--- src/agfs_pkg.sv ---
package agfs_pkg;

  localparam int SAMPLE_W = 10;
  localparam int VALUE_W  = 11;
  localparam int IDX_W    = 4;

  // Input selector carried in tuser.
  localparam logic OP_START   = 1'b0;
  localparam logic OP_MEASURE = 1'b1;

  // Result kinds carried in tuser.
  localparam logic [1:0] KIND_AGAIN = 2'd0;
  localparam logic [1:0] KIND_POINT = 2'd1;
  localparam logic [1:0] KIND_IDLE  = 2'd2;

  // Gain request from the magnitude compare.
  localparam logic [1:0] REQ_NONE = 2'd0;
  localparam logic [1:0] REQ_UP   = 2'd1;
  localparam logic [1:0] REQ_DOWN = 2'd2;

  // Direction of the last gain step within a point.
  localparam logic [1:0] MOVE_NONE    = 2'd0;
  localparam logic [1:0] MOVE_RAISED  = 2'd1;
  localparam logic [1:0] MOVE_LOWERED = 2'd2;

  // Configuration register indexes.
  localparam logic [1:0] REG_UPPER    = 2'd0;
  localparam logic [1:0] REG_LOWER    = 2'd1;
  localparam logic [1:0] REG_GAIN_TOP = 2'd2;

  localparam logic [SAMPLE_W-1:0] UPPER_RESET    = 10'd900;
  localparam logic [SAMPLE_W-1:0] LOWER_RESET    = 10'd100;
  localparam logic [IDX_W-1:0]    GAIN_TOP_RESET = 4'd7;

  // Packet tag that seeds the check byte (ASCII lowercase f).
  localparam logic [7:0] PACKET_TAG = 8'h66;

  typedef struct packed {
    logic [SAMPLE_W-1:0] upper;
    logic [SAMPLE_W-1:0] lower;
    logic [IDX_W-1:0]    gain_top;
  } cfg_t;

  typedef struct packed {
    logic [IDX_W-1:0] freq;
    logic [IDX_W-1:0] gain;
    logic [1:0]       move;
    logic             active;
  } state_t;

  typedef struct packed {
    logic                op;
    logic [SAMPLE_W-1:0] offset;
    logic [SAMPLE_W-1:0] i_smp;
    logic [SAMPLE_W-1:0] q_smp;
  } item_t;

  typedef struct packed {
    logic [1:0]                kind;
    logic [IDX_W-1:0]          freq;
    logic [IDX_W-1:0]          gain;
    logic signed [VALUE_W-1:0] i_value;
    logic signed [VALUE_W-1:0] q_value;
    logic [7:0]                setting;
    logic [7:0]                check;
    logic                      last;
  } result_t;

endpackage

--- src/agfs_cfg.sv ---
module agfs_cfg (
  input  logic                          clk,
  input  logic                          rst_n,
  input  logic                          wr_en,
  input  logic [1:0]                    wr_index,
  input  logic [agfs_pkg::SAMPLE_W-1:0] wr_data,
  output agfs_pkg::cfg_t                cfg
);

  agfs_pkg::cfg_t cfg_r;

  always_ff @(posedge clk) begin
    if (!rst_n) begin
      cfg_r.upper    <= agfs_pkg::UPPER_RESET;
      cfg_r.lower    <= agfs_pkg::LOWER_RESET;
      cfg_r.gain_top <= agfs_pkg::GAIN_TOP_RESET;
    end else if (wr_en) begin
      case (wr_index)
        agfs_pkg::REG_UPPER:    cfg_r.upper    <= wr_data;
        agfs_pkg::REG_LOWER:    cfg_r.lower    <= wr_data;
        agfs_pkg::REG_GAIN_TOP: cfg_r.gain_top <= wr_data[agfs_pkg::IDX_W-1:0];
        default: ;
      endcase
    end
  end

  assign cfg = cfg_r;

endmodule

--- src/agfs_step.sv ---
module agfs_step (
  input  agfs_pkg::item_t                item,
  input  agfs_pkg::state_t               state,
  input  agfs_pkg::cfg_t                 cfg,
  input  logic [agfs_pkg::IDX_W-1:0]     start_freq,
  output agfs_pkg::state_t               state_nxt,
  output agfs_pkg::result_t              res
);

  logic signed [agfs_pkg::VALUE_W-1:0] i_diff;
  logic signed [agfs_pkg::VALUE_W-1:0] q_diff;
  logic [agfs_pkg::SAMPLE_W-1:0]       i_mag;
  logic [agfs_pkg::SAMPLE_W-1:0]       q_mag;
  logic [agfs_pkg::SAMPLE_W-1:0]       mag;
  logic [1:0]                          req;
  logic                                finish;
  logic [agfs_pkg::IDX_W-1:0]          gain_new;
  logic [1:0]                          move_new;
  logic [7:0]                          setting;
  logic [7:0]                          i_hi;
  logic [7:0]                          q_hi;

  assign i_diff = $signed({1'b0, item.i_smp}) - $signed({1'b0, item.offset});
  assign q_diff = $signed({1'b0, item.q_smp}) - $signed({1'b0, item.offset});

  // Magnitude of an 11-bit difference never exceeds 1023.
  assign i_mag = i_diff[agfs_pkg::VALUE_W-1] ? agfs_pkg::SAMPLE_W'(-i_diff)
                                             : i_diff[agfs_pkg::SAMPLE_W-1:0];
  assign q_mag = q_diff[agfs_pkg::VALUE_W-1] ? agfs_pkg::SAMPLE_W'(-q_diff)
                                             : q_diff[agfs_pkg::SAMPLE_W-1:0];
  assign mag   = (q_mag > i_mag) ? q_mag : i_mag;

  // The upper threshold wins when both are crossed.
  assign req = (mag > cfg.upper) ? agfs_pkg::REQ_DOWN :
               (mag < cfg.lower) ? agfs_pkg::REQ_UP   : agfs_pkg::REQ_NONE;

  always_comb begin
    finish   = 1'b0;
    gain_new = state.gain;
    move_new = state.move;
    case (req)
      agfs_pkg::REQ_UP: begin
        if (state.move == agfs_pkg::MOVE_LOWERED) begin
          finish = 1'b1;
        end else begin
          move_new = agfs_pkg::MOVE_RAISED;
          if (state.gain < cfg.gain_top) gain_new = state.gain + 4'd1;
          else finish = 1'b1;
        end
      end
      agfs_pkg::REQ_DOWN: begin
        if (state.move == agfs_pkg::MOVE_RAISED) begin
          finish = 1'b1;
        end else begin
          move_new = agfs_pkg::MOVE_LOWERED;
          if (state.gain != 4'd0) gain_new = state.gain - 4'd1;
          else finish = 1'b1;
        end
      end
      default: finish = 1'b1;
    endcase
  end

  assign setting = {state.freq, state.gain};
  // High bytes of the 16-bit sign-extended words.
  assign i_hi = {{5{i_diff[agfs_pkg::VALUE_W-1]}}, i_diff[10:8]};
  assign q_hi = {{5{q_diff[agfs_pkg::VALUE_W-1]}}, q_diff[10:8]};

  always_comb begin
    state_nxt = state;
    res       = '0;
    if (item.op == agfs_pkg::OP_START) begin
      state_nxt.freq   = start_freq;
      state_nxt.gain   = '0;
      state_nxt.move   = agfs_pkg::MOVE_NONE;
      state_nxt.active = 1'b1;
      res.kind         = agfs_pkg::KIND_AGAIN;
      res.freq         = start_freq;
    end else if (!state.active) begin
      res.kind = agfs_pkg::KIND_IDLE;
    end else if (!finish) begin
      state_nxt.gain = gain_new;
      state_nxt.move = move_new;
      res.kind       = agfs_pkg::KIND_AGAIN;
      res.freq       = state.freq;
      res.gain       = gain_new;
    end else begin
      // A finishing step never changes the gain.
      res.kind    = agfs_pkg::KIND_POINT;
      res.freq    = state.freq;
      res.gain    = state.gain;
      res.i_value = i_diff;
      res.q_value = q_diff;
      res.setting = setting;
      res.check   = agfs_pkg::PACKET_TAG ^ i_diff[7:0] ^ i_hi ^ q_diff[7:0] ^ q_hi ^ setting;
      res.last    = (state.freq == 4'd0);
      state_nxt.move = agfs_pkg::MOVE_NONE;
      if (state.freq == 4'd0) state_nxt.active = 1'b0;
      else state_nxt.freq = state.freq - 4'd1;
    end
  end

endmodule

--- src/autorange_gain_frequency_sweep_top.sv ---
// Channel  Direction  tdata (low bit up)                                tuser  tlast
// in_      slave      offset[9:0] i[19:10] q[29:20] pad[31:30]          op     -
// out_     master     freq[3:0] gain[7:4] i[18:8] q[29:19]              kind   last_point
//                     setting[37:30] check[45:38] pad[47:46]
// cfg_     slave      cfg_index selects register, cfg_data is the value  -      -
//
// One beat per cycle is accepted when out_tready does not stall the result register.
// Throughput is set by the single compare and update step between the input
// register and the result register, which also updates the sweep state.
// Reset (rst_n low, synchronous) idles the sweep and restores the register defaults.
// A stall on out_tready holds both registers; in_tready stays high while a slot is free.
module autorange_gain_frequency_sweep_top #(
  parameter int NUM_POINTS = 11
) (
  input  logic        clk,
  input  logic        rst_n,
  input  logic        in_tvalid,
  output logic        in_tready,
  input  logic [31:0] in_tdata,   // offset_sample, i_sample, q_sample
  input  logic        in_tuser,   // op
  output logic        out_tvalid,
  input  logic        out_tready,
  output logic [47:0] out_tdata,  // freq, gain, i, q, setting, check
  output logic [1:0]  out_tuser,  // kind
  output logic        out_tlast,
  input  logic        cfg_valid,
  output logic        cfg_ready,
  input  logic [1:0]  cfg_index,
  input  logic [9:0]  cfg_data
);

  localparam logic [agfs_pkg::IDX_W-1:0] START_FREQ = agfs_pkg::IDX_W'(NUM_POINTS - 1);

  agfs_pkg::cfg_t    cfg;
  agfs_pkg::item_t   in_item_r;
  logic              in_valid_r;
  agfs_pkg::state_t  state_r;
  agfs_pkg::state_t  state_nxt;
  agfs_pkg::result_t res;
  agfs_pkg::result_t out_res_r;
  logic              out_valid_r;
  logic              advance;
  logic              in_fire;

  assign cfg_ready = 1'b1;

  agfs_cfg u_cfg (
    .clk      (clk),
    .rst_n    (rst_n),
    .wr_en    (cfg_valid),
    .wr_index (cfg_index),
    .wr_data  (cfg_data),
    .cfg      (cfg)
  );

  agfs_step u_step (
    .item       (in_item_r),
    .state      (state_r),
    .cfg        (cfg),
    .start_freq (START_FREQ),
    .state_nxt  (state_nxt),
    .res        (res)
  );

  assign advance   = in_valid_r && (!out_valid_r || out_tready);
  assign in_tready = !in_valid_r || advance;
  assign in_fire   = in_tvalid && in_tready;

  always_ff @(posedge clk) begin
    if (!rst_n) begin
      in_valid_r <= 1'b0;
    end else if (in_tready) begin
      in_valid_r <= in_tvalid;
    end
  end

  always_ff @(posedge clk) begin
    if (in_fire) begin
      in_item_r.op     <= in_tuser;
      in_item_r.offset <= in_tdata[9:0];
      in_item_r.i_smp  <= in_tdata[19:10];
      in_item_r.q_smp  <= in_tdata[29:20];
    end
  end

  always_ff @(posedge clk) begin
    if (!rst_n) begin
      state_r <= '0;
    end else if (advance) begin
      state_r <= state_nxt;
    end
  end

  always_ff @(posedge clk) begin
    if (!rst_n) begin
      out_valid_r <= 1'b0;
    end else if (!out_valid_r || out_tready) begin
      out_valid_r <= in_valid_r;
    end
  end

  always_ff @(posedge clk) begin
    if (advance) begin
      out_res_r <= res;
    end
  end

  assign out_tvalid = out_valid_r;
  assign out_tuser  = out_res_r.kind;
  assign out_tlast  = out_res_r.last;
  assign out_tdata  = {2'b00, out_res_r.check, out_res_r.setting, out_res_r.q_value,
                       out_res_r.i_value, out_res_r.gain, out_res_r.freq};

`ifndef SYNTHESIS
  // Sweep state moves only when an item passes into the result register.
  assert property (@(posedge clk) disable iff (!rst_n)
    !advance |=> $stable(state_r))
    else $error("sweep state changed without an item");

  // A start item always reloads the sweep at the top frequency with gain zero.
  assert property (@(posedge clk) disable iff (!rst_n)
    advance && (in_item_r.op == agfs_pkg::OP_START) |=>
      state_r.active && (state_r.freq == START_FREQ) && (state_r.gain == 4'd0))
    else $error("start item did not reload the sweep");

  // Reporting the final point ends the sweep.
  assert property (@(posedge clk) disable iff (!rst_n)
    advance && (res.kind == agfs_pkg::KIND_POINT) && res.last |=> !state_r.active)
    else $error("sweep still active after the last point");

  // Gain moves by at most one step per item outside of a start.
  assert property (@(posedge clk) disable iff (!rst_n)
    advance && (in_item_r.op == agfs_pkg::OP_MEASURE) |=>
      (state_r.gain == $past(state_r.gain)) ||
      (state_r.gain == $past(state_r.gain) + 4'd1) ||
      (state_r.gain == $past(state_r.gain) - 4'd1))
    else $error("gain jumped by more than one step");
`endif

endmodule
--- config.mk ---
export PLATFORM = sky130hd
export DESIGN_NAME = autorange_gain_frequency_sweep_top
export DESIGN_NICKNAME = d
export VERILOG_FILES = /design/src/agfs_pkg.sv /design/src/agfs_cfg.sv /design/src/agfs_step.sv /design/src/autorange_gain_frequency_sweep_top.sv
export SDC_FILE = /design/constraint.sdc
export NUM_CORES = 1
export LEC_CHECK = 0
export ABC_AREA = 1
export BUFFER_PORTS_ARGS = -buffer_cell sky130_fd_sc_hd__clkbuf_2
export CORE_MARGIN = 10
export CORE_UTILIZATION = 40
export DETAILED_ROUTE_END_ITERATION = 6
export GPL_TIMING_DRIVEN = 0
export PLACE_DENSITY_LB_ADDON = 0.25
export SLEW_MARGIN = 20
export SYNTH_ARGS = -nofsm -noshare
export SYNTH_HDL_FRONTEND = slang
export SYNTH_SLANG_ARGS = --single-unit
--- constraint.sdc ---
create_clock -name clk -period 4.93 [get_ports clk]
set_clock_uncertainty 0.05 [all_clocks]
set_input_delay 0.493 -clock clk [delete_from_list [all_inputs] [get_ports clk]]
set_output_delay 0.493 -clock clk [all_outputs]
set_load 0.02 [all_outputs]
==> impl_results.md, run 1 <==
* Cell count of the worst hold path at 1
* Die Area at 22900 sq um
* PD cells at 478 nW/um^2
* Met3 wire len at about 1400 microns
* Ys async rst share at 0
* Die H at 151 microns
* Vias in the first global route at 6029
* DR iter-0 viols at between 400 and 500
* CTS tree: done
* Max Root-Sink Buffers at 2
* RSZ-0062 raised after global routing: true
* Port bufs at 97
* Static Leak at 4.33 nW
* Clk sinks at 117
* Status: complete, but fails checks
* Crit share post-route at 1.11
* Flop-to-flop setup slack at -530 ps
* Worst slew pin tran at 727 ps
* Setup crit end kind: flop
* Wire per inst at 16.6 microns
* Routed length on met2 at 9850 microns
* Worst EP arrival at 5570 ps
* Hpwl dp at 13400 microns
* Core area at 17100 sq um
* Top_reg_cell synth: edfxtp_1
* Part of the power in registers at 0.244
* Highest Clock Rate at about 180 MHz
* Worst reg2reg path depth at 33
* Combinational share of power at 0.468
* Total track usage at 0.171
* GRT overflow at 0
* Reg clk slew, reported paths at 60 ps
* Maximum number of pins on one net before global-route repair at 32
* Mapped cell area at between 6000 and 7000 sq um
* Hold Crit Class: in -> reg
* Drt drc at 0
* Number of synthesized register bits at around 120
* Synth top area cells: edfxtp_1 (35%), dfxtp_1 (11%), ha_1 (10%), nand2_1 (7.5%), inv_1 (6.1%)
* Initial antenna violation count at 0
* Post-layout nets at 1068
* Area leader, netlist: edfxtp_1
* Setup WS pre-CTS at -1150 ps
* Ports at 104
* Worst Hold End: in_item_r[4]
* # rows at 48
* Reg-to-reg endpoint: out_tdata[17]
* Setup ws final at -532 ps
* YS warnings at 0
* Tmin final at 5460 ps
* WL final at around 20000 microns
* Crit-path slowest cell: fa_2
* Initial core utilization at 0.404
* Die Wd at 151 microns
* CP Launch Type: flop
* Area delta synth->final at 40.8%
* Met1 wire length at 8040 microns
* TritonCTS Buffers at 17
* Clk pwr share at 0.288
* N_diodes at 0
* Synth unique cells at 44
* Utilization after layout at 0.569
* Final ANT Viol Nets at 0
* Post-Syn Area per Cell at 8.85 sq um
* First-pass GRT wire length at 30700 microns
* CP required at 5040 ps
* Hold Vio Cnt, Final at 0
* Root buffer cell: clkbuf_16
* Post-synth EDFFs at 80
* NetSw at 1.74 mW
* Layout cells sized above 1 at 0.380
* Violated checks: setup timing
* DR top layer: met4
* Synth top area share at 0.347
* Placer Congestion at 0.948
* Fillers at 1468
* Vias per cell at around 5
* H-tree levels at 4
* CP Class: reg -> reg
* Max Cap Viol at 0
* Worst VDD drop at 0.340 mV
* Relative slew slack at 0.512
* RR Startpoint: in_item_r[20]
* Min-delay src: in_tdata[24]
* Synth Instances at ~800
* Internal power at 2.91 mW
* Sequential area share after synthesis at 0.455
* Pre-antenna DRT Iters at 6
* Most frequent CP cell: nand2_1
* Hold Buf Count CTS at 0
* Critical Path Fanout Max at 10
* Fin. max-slew vios at 0
* Worst skew pair latency at approximately 430 ps
* Setup violators final at 55
* Worst path max stage delay at 440 ps
* Setup crit start: in_item_r[20]
* Via count at around 6100
* Sw frac at 0.374
-- worst max path at each step --
| stage | to | slack [ps] | cells past startpoint |
|---|---|---|---|
| 2_1_floorplan | out_tdata[43] | 5 | 34 |
| 3_3_place_gp | out_tdata[40] | -1110 | 31 |
| 3_5_place_dp | out_tdata[28] | -1150 | 35 |
| 4_1_cts | out_tdata[33] | -400 | 32 |
| 5_1_grt | out_tdata[17] | -860 | 33 |
| 6_report | out_tdata[17] | -530 | 33 |
-- logic make-up after synthesis --
logic type	count (synthesis)	share of synthesized area
AO/OA/AOI/OAI	129	0.108
buffers and inverters	132	0.0760
adder cells (fa/ha/maj)	59	0.109
other	2	0.00109
flip-flops	117	0.455
XOR/XNOR	50	0.0717
AND/OR/NAND/NOR	292	0.180
-- flip-flops by register name (all words and copies together) (netlist names) --
signal      cells
out_tuser       2
out_tdata      46
out_tlast       1
in_valid_r      1
in_item_r      31
u_cfg.cfg      24
out_tvalid      1
state_r        11
-- area by class of cell --
cell class | count | area, sq um | area share
buffer | 16 | 146 | 0.0150
inverter | 116 | 443 | 0.0455
sequential | 117 | 3140 | 0.323
multi-input combinational | 533 | 4070 | 0.418
timing repair buffer | 158 | 1010 | 0.104
clock inverter | 14 | 198 | 0.0203
clock buffer | 18 | 439 | 0.0451
tap | 225 | 282 | 0.0289
-- per-stage QoR --
stage / instances / TNS (ps) / hold slack [ps] / total power [mW] / cell area [sq um]
finish: 1197 / -26690 / 182 / 4.65 / 9730
CTS: 1186 / -18970 / 171 / 4.36 / 9320
global route: 1197 / -45130 / 177 / 4.94 / 9730
detailed placement: 1105 / -58910 / 403 / 2.46 / 7760
global placement: 1104 / -56960 / 403 / 2.44 / 7740
floorplan: 782 / 0 / 379 / 2.14 / 6970
-- power groups by stage --
stage | sequential [mW] | clock, mW | combinational (mW)
6_report | 1.14 | 1.34 | 2.18
5_1_grt | 1.14 | 1.41 | 2.38
4_1_cts | 1.14 | 1.36 | 1.86
3_5_place_dp | 1.16 | 0 | 1.30
3_3_place_gp | 1.16 | 0 | 1.28
2_1_floorplan | 1.17 | 0 | 0.968
-- worst max-delay path, delay by kind of cell, from the launching register on --
| family | cells | cell delay, ps |
|---|---|---|
| buffers and inverters | 6 | 620 |
| and+or+nand+nor | 17 | 2030 |
| xor gates and xnor gates | 2 | 410 |
| DFF | 1 | 410 |
| AOI/OAI and AO/OA | 4 | 470 |
| adders and majority gates | 4 | 1190 |
-- metal layers --
metal / vias up / track usage
li1: 2972 / -
met1: 2829 / 0.209
met2: 241 / 0.286
met3: 46 / 0.0386
met4: 0 / 0.0674
met5: - / 0
-- Yosys cell counts (4+ instances only) --
| cell | instances |
|---|---|
| nand2_2 | 5 |
| nand3_1 | 46 |
| a21oi_1 | 50 |
| xor2_1 | 33 |
| o21ai_1 | 5 |
| o211ai_1 | 11 |
| a21oi_2 | 7 |
| nor3_1 | 7 |
| ha_1 | 57 |
| nand4_1 | 11 |
| nor2_1 | 73 |
| clkbuf_1 | 4 |
| dfxtp_1 | 37 |
| o21bai_1 | 4 |
| nand2_1 | 139 |
| o21ai_0 | 41 |
| buf_2 | 6 |
| inv_1 | 112 |
| buf_4 | 4 |
| xnor2_1 | 11 |
| xor2_2 | 4 |
| edfxtp_1 | 80 |
-- placed cells by master (no fill, tap or decap), types with 20 or more instances in the layout --
cell	Yosys	final
ha_1	57	42
edfxtp_1	80	80
dfxtp_1	37	37
clkbuf_2	0	97
o21ai_0	41	29
buf_4	4	55
nand2_1	139	120
inv_1	112	93
nand3_1	46	34
a21oi_1	50	34
xor2_1	33	26
inv_2	3	20
nor2_1	73	41
-- what timing repair did --
action                     in CTS  in global routing
gates cloned                    3                  0
setup endpoints to repair      55                 55
buffers inserted               46                 13
pin swaps                      59                 48
gates resized for setup       128                 87
Note: power is estimated with default switching activity, not from simulation.
==> run 2, diff against run 1 <==
- SYNTH_HIERARCHICAL: not set -> 1
==> run 2 against run 1 <==
Compared with the run above: the flow still finishes with violations (setup timing); critical path type unchanged; synthesized cell count grew 12%; critical path depth increased by 8; non-clock buffer count increased by 2; routed wire length increased by 1.6%; first-iteration DRC count shrank 22%; global-route usage shrank 1.4 points; flip-flop and latch count stayed put; largest cell class unchanged; register-to-register slack got worse by 190 ps.
==> impl_results.md, run 2 <==
* Most frequent CP cell: nand2_1
* Max Root-Sink Buffers at 2 (unchanged)
* Setup ws final at -721 ps (-189 ps)
* Port bufs at 96 (-1.0%)
* Commonest non-fill, non-tap cells in the layout: nand2_1 (149), inv_1 (123), clkbuf_2 (96), edfxtp_1 (80), nor2_1 (55)
* RSZ-0062 raised after global routing: true
* Post-layout nets at 1161 (+8.7%)
* Hold Crit Class: in -> reg
* DR iter-0 viols at 347 (-22%)
* Post-synth EDFFs at 80 (unchanged)
* Worst path max stage delay at 490 ps (+50 ps)
* Number of synthesized register bits at 117 (unchanged)
* Internal power at 2.90 mW (-0.48%)
* Max Cap Viol at 0 (unchanged)
* Highest Clock Rate at 177 MHz (-3.3%)
* Sequential area share after synthesis at 0.426 (-0.0287)
* Wire per inst at 15.6 microns (-6.0%)
* TritonCTS Buffers at 17 (unchanged)
* WL final at 20200 microns (+1.6%)
* Synth Instances at 874 (+12%)
* Crit share post-route at 1.15 (+0.0383)
* Commonest non-fill, non-tap cell in the layout: nand2_1
* Tmin final at 5650 ps (+189 ps)
* Status: complete, but fails checks
* Vias in the first global route at 6148 (+2.0%)
* Via count at 6342 (+4.2%)
* Violated checks: setup timing
* CP Class: reg -> reg
* Placer Congestion at 0.911 (-3.9%)
* Layout cells sized above 1 at 0.363 (-0.0162)
* Hold Vio Cnt, Final at 0 (unchanged)
* Synth unique cells at 53 (+20%)
* Core area at 18100 sq um (+5.7%)
* Setup crit end kind: flop
* Fin. max-slew vios at 0 (unchanged)
* CP required at 5190 ps (+150 ps)
* CTS tree: done
* Initial antenna violation count at 0 (unchanged)
* Flop-to-flop setup slack at -720 ps (-190 ps)
* PD cells at 473 nW/um^2 (-1.1%)
* Sw frac at 0.403 (+0.0289)
* CP Launch Type: flop
* Worst EP arrival at 5920 ps (+350 ps)
* Setup violators final at 55 (unchanged)
* Relative slew slack at 0.522 (+0.00975)
* YS warnings at 6 (+6)
* Part of the power in registers at 0.236 (-0.008)
* Total track usage at 0.156 (-0.0144)
* Non-Filler Instances at 1294 (+8.1%)
* Worst slew pin tran at 716 ps (-10.4 ps)
* Top_reg_cell synth: edfxtp_1
* GRT overflow at 0 (unchanged)
* Drt drc at 0 (unchanged)
* Area leader, netlist: edfxtp_1
* Clk sinks at 117 (unchanged)
* Combinational share of power at 0.544 (+0.076)
* Dpl cell area at 8290 sq um (+6.8%)
* Synth top area share at 0.326 (-0.0219)
* First-pass GRT wire length at 30400 microns (-0.88%)
* Maximum number of pins on one net before global-route repair at 32 (unchanged)
* Pre-antenna DRT Iters at 5 (-1)
* Worst VDD drop at 0.370 mV (+8.7%)
* Die Wd at 156 microns (+2.9%)
* Crit-path slowest cell: or4_4
* H-tree levels at 4 (unchanged)
* Dpl cells at 1206 (+9.1%)
* RR Startpoint: in_item_r[20]
* Post-Syn Area per Cell at 8.44 sq um (-4.6%)
* N_diodes at 0 (unchanged)
* NetSw at 1.95 mW (+12%)
* Post-route design area at 10300 sq um (+5.4%)
* Initial core utilization at 0.408 (+0.00408)
* Most common cell in the netlist: nand2_1
* Reg clk slew, reported paths at 50 ps (about the same)
* Ys async rst share at 0 (unchanged)
* Critical Path Fanout Max at 6 (-4)
* Min-delay src: in_tdata[23]
* Most common library cells after synthesis: nand2_1 (172), inv_1 (132), nor2_1 (90)
* Ports at 104 (unchanged)
* Area delta synth->final at 39.1%
* Vias per cell at 4.90 (-3.6%)
* # rows at 49 (+2.1%)
* Cell count of the worst hold path at 1 (unchanged)
* Hold Buf Count CTS at 0 (unchanged)
* Reg-to-reg endpoint: state_r[0]
* Root buffer cell: clkbuf_16
* Worst Hold End: in_item_r[3]
* Worst reg2reg path depth at 41 (+24%)
* Die H at 156 microns (+2.9%)
* Worst skew pair latency at 420 ps (about the same)
* Static Leak at 4.73 nW (+9.3%)
* Hpwl dp at 14300 microns (+6.3%)
* Final ANT Viol Nets at 0 (unchanged)
* Synth top area cells: edfxtp_1 (33%), dfxtp_1 (10%), ha_1 (9.5%), nand2_1 (8.7%), inv_1 (6.7%)
* Die Area at 24300 sq um (+5.8%)
* Clk pwr share at 0.219 (-0.069)
* Mapped cell area at 7380 sq um (+6.7%)
* Max FFs per register at 46 (unchanged)
==> run 2: cell types whose count changed in the layout (fill, tap and decap cells not counted), moves of 6 or more <==
cell and delta:
inv_1 +30, nand2_1 +29, o21ai_0 -19, nand3_1 +17, nor2_1 +14, o211ai_1 -10
nand4_1 +8, buf_4 -6, nand2_4 +6
==> run 2: how the worst max path moves through the flow <==
stage / startpoint / to / cells after the start
6_report: in_item_r[20] / state_r[0] / 41
5_1_grt: in_item_r[20] / state_r[0] / 43
4_1_cts: in_item_r[20] / state_r[9] / 39
3_5_place_dp: in_item_r[20] / out_tdata[20] / 32
3_3_place_gp: in_item_r[0] / out_tdata[20] / 33
2_1_floorplan: in_item_r[0] / out_tdata[27] / 35
==> run 2: critical path: cells and delay by family (launching register included) <==
| family | cells | cell delay, ps |
|---|---|---|
| buffers and inverters | 12 | 1030 |
| DFF | 1 | 440 |
| adders and majority gates | 4 | 1140 |
| AOI/OAI and AO/OA | 4 | 510 |
| xor gates and xnor gates | 1 | 310 |
| and+or+nand+nor | 20 | 2050 |
==> run 2: what timing repair did <==
action / CTS / global route
gates cloned: 3 / 1
pin swaps: 29 / 36
endpoints found under the setup margin: 55 / 55
resized for setup: 87 / 123
setup buffers: 33 / 22
==> run 2: power groups by stage <==
stage | Combinational, mW | Clock, mW | Sequential [mW]
finish | 2.64 | 1.07 | 1.15
global route | 2.86 | 1.13 | 1.15
CTS | 2.04 | 1.08 | 1.15
detailed placement | 1.55 | 0 | 1.17
global placement | 1.52 | 0 | 1.17
floorplan | 1.16 | 0 | 1.19
==> run 2: area by class of cell <==
cell class / count / area, sq um
repair buffers: 155 / 1080
flip-flops and latches: 117 / 3140
fillers: 1523 / 7820
multi-input cells: 596 / 4490
well taps: 229 / 287
plain buffers: 21 / 201
inverters: 145 / 562
clock buffers: 20 / 437
clock inverters: 11 / 63.8
==> run 2: through the flow <==
step	util	hold WS (ps)	total power [mW]	setup slack, ps	setup TNS [ps]
4_1_cts	0.526	182	4.27	-602	-28820
6_report	0.568	196	4.85	-721	-35320
3_5_place_dp	0.458	405	2.71	-1010	-51410
3_3_place_gp	0.455	401	2.69	-984	-49910
5_1_grt	0.568	183	5.15	-1010	-48860
2_1_floorplan	-	379	2.35	-210	-8730
==> run 2: kinds of logic after synthesis <==
kind of cell / Yosys count / synth area share
AO/OA/AOI/OAI: 112 / 0.0919
XOR/XNOR: 50 / 0.0670
adder cells (fa/ha/maj): 58 / 0.100
buffers and inverters: 166 / 0.0970
flip-flops: 117 / 0.426
other: 2 / 0.00102
AND/OR/NAND/NOR: 369 / 0.217
==> run 2: per-layer routing <==
layer	share of wire	vias to the layer above	track usage
li1	-	3206	-
met1	0.45	2954	0.199
met2	0.49	160	0.258
met3	0.049	22	0.0361
met4	0.014	0	0.0481
met5	0	-	0
==> run 3, diff against run 2 <==
- BUFFER_PORTS_ARGS: -buffer_cell sky130_fd_sc_hd__clkbuf_2 -> -buffer_cell sky130_fd_sc_hd__buf_2
==> run 3 against run 2 <==
Compared with the run above: the flow still finishes with violations (setup timing); worst setup slack lost 140 ps; sequential power barely moved; sequential share of layout area increased by 0.063 points; highest routed layer unchanged.
==> impl_results.md, run 3 (same netlist as run 2, synthesis figures left out) <==
* # rows at 49 (unchanged)
* Die H at 156 microns (unchanged)
* Commonest non-fill, non-tap cells in the layout: nand2_1 (150), inv_1 (125), buf_2 (98), edfxtp_1 (80), nand3_1 (52)
* Core area at 18100 sq um (unchanged)
* Root buffer cell: clkbuf_16
* Maximum number of pins on one net before global-route repair at 32 (unchanged)
* CTS tree: done
* CP Class: reg -> reg
* Crit-path slowest cell: or4_4
* Reg clk slew, reported paths at 50 ps (about the same)
* Layout cells sized above 1 at 0.356 (-0.00751)
* Crit share post-route at 1.18 (+0.0293)
* Port bufs at 96 (unchanged)
* Commonest non-fill, non-tap cell in the layout: nand2_1
* Violated checks: setup timing
* Relative slew slack at 0.526 (+0.00444)
* Total power at 5.03 mW (+3.7%)
* Drt drc at 0 (unchanged)
* Worst slew pin tran at 711 ps (-5.61 ps)
* Tmin final at 5800 ps (+145 ps)
* Critical Path Fanout Max at 5 (-1)
* Pre-antenna DRT Iters at 5 (unchanged)
* Total track usage at 0.159 (+0.00292)
* Final ANT Viol Nets at 0 (unchanged)
* CP Launch Type: flop
* Highest Clock Rate at 173 MHz (-2.5%)
* Vias per cell at 4.97 (+1.3%)
* Worst EP arrival at 6060 ps (+140 ps)
* Setup crit end kind: flop
* Hold Crit Class: in -> reg
* Max FFs per register at 46 (unchanged)
* Die Wd at 156 microns (unchanged)
* WL final at 20400 microns (+1.0%)
* Max Root-Sink Buffers at 2 (unchanged)
* Area delta synth->final at 38.8%
* H-tree levels at 4 (unchanged)
* DR iter-0 viols at 332 (-4.3%)
* N_diodes at 0 (unchanged)
* Post-layout nets at 1160 (-0.086%)
* Ports at 104 (unchanged)
* CP required at 5190 ps (about the same)
* PD cells at 491 nW/um^2 (+3.9%)
* Initial antenna violation count at 0 (unchanged)
* RSZ-0062 raised after global routing: true
* Setup violators final at 55 (unchanged)
* Die Area at 24300 sq um (unchanged)
* Placer Congestion at 0.907 (-0.40%)
* TritonCTS Buffers at 17 (unchanged)
* Hold Buf Count CTS at 0 (unchanged)
* Worst path max stage delay at 560 ps (+70 ps)
* Setup ws final at -866 ps (-145 ps)
* Worst VDD drop at 0.413 mV (+12%)
* Min Hold Slack at 191 ps (-4.62 ps)
* Hpwl dp at 14200 microns (-0.29%)
* First-pass GRT wire length at 30900 microns (+1.8%)
* GRT overflow at 0 (unchanged)
* Initial core utilization at 0.408 (unchanged)
* Via count at 6425 (+1.3%)
* Worst skew pair latency at 420 ps (about the same)
* Wire per inst at 15.7 microns (+1.0%)
* Vias in the first global route at 6215 (+1.1%)
* Status: complete, but fails checks
* Max Cap Viol at 0 (unchanged)
* Fin. max-slew vios at 0 (unchanged)
* Hold Vio Cnt, Final at 0 (unchanged)
* Static Leak at 4.75 nW (+0.34%)
* Clk sinks at 117 (unchanged)
-- run 3: cell count changes in the layout (fill, tap and decap cells not counted), sizes merged --
cell | previous run | this run
buf | 74 | 170
inv | 143 | 144
clkinvlp | 3 | 1
clkbuf | 122 | 29
bufinv | 0 | 1
clkinv | 10 | 7
-- run 3: report_power, final --
| group | internal [mW] | switching, mW |
|---|---|---|
| Sequential | 1.11 | 0.0306 |
| Clock | 0.756 | 0.442 |
| Combinational | 1.22 | 1.47 |
-- run 3: area by class of cell --
type | count | area [sq um]
Clock inverter | 8 | 72.6
Timing Repair Buffer | 154 | 1090
Sequential cell | 117 | 3140
Inverter | 145 | 564
Multi-Input combinational cell | 596 | 4380
Fill cell | 1529 | 7840
Tap cell | 229 | 287
Clock buffer | 24 | 502
Buffer | 21 | 206
-- run 3: metrics by stage --
step                cell area, sq um  TNS (ps)  utilization  worst slack, ps  std cells
floorplan                       7460     -8730            -             -210        879
global placement                8220    -50470        0.455             -996       1204
detailed placement              8290    -53330        0.458            -1060       1206
CTS                             9670    -31520        0.535             -660       1278
global route                   10200    -51640        0.566            -1180       1294
finish                         10200    -36410        0.566             -866       1294
-- run 3: timing repair --
action | 4_1_cts | 5_1_grt
gates cloned | 4 | 0
pin swaps | 54 | 44
endpoints found under the setup margin | 55 | 55
resized for setup | 102 | 90
endpoints found under the hold margin | 0 | 0
buffers inserted | 36 | 18
-- run 3: layer usage --
metal  vias to the layer above  GRT usage  part of all wire  wire length [microns]
met2                       182      0.268              0.49                   9880
met5                         -          0                 0                      0
li1                       3221          -                 -                      -
met3                        31     0.0394             0.056                   1140
met1                      2991      0.195              0.44                   8910
met4                         0     0.0531             0.021                    422
-- run 3: path summary, 6_finish.rpt --
check                startpoint       endpoint  slack, ps  cells past startpoint
hold reg to reg   u_cfg/cfg[22]  u_cfg/cfg[22]        420                      2
setup / recovery   in_item_r[0]    state_r[10]       -870                     40
hold / removal      in_tdata[4]  in_item_r[24]        190                      1
setup reg to reg   in_item_r[0]    state_r[10]       -870                     40
-- run 3: worst max-delay path, delay by kind of cell (launching register included) --
family	cells	cell delay, ps
flip-flops	1	400
buffers and inverters	10	850
adder cells (fa/ha/maj)	4	1000
AO/OA/AOI/OAI	4	620
XOR/XNOR	1	170
AND/OR/NAND/NOR	21	2590
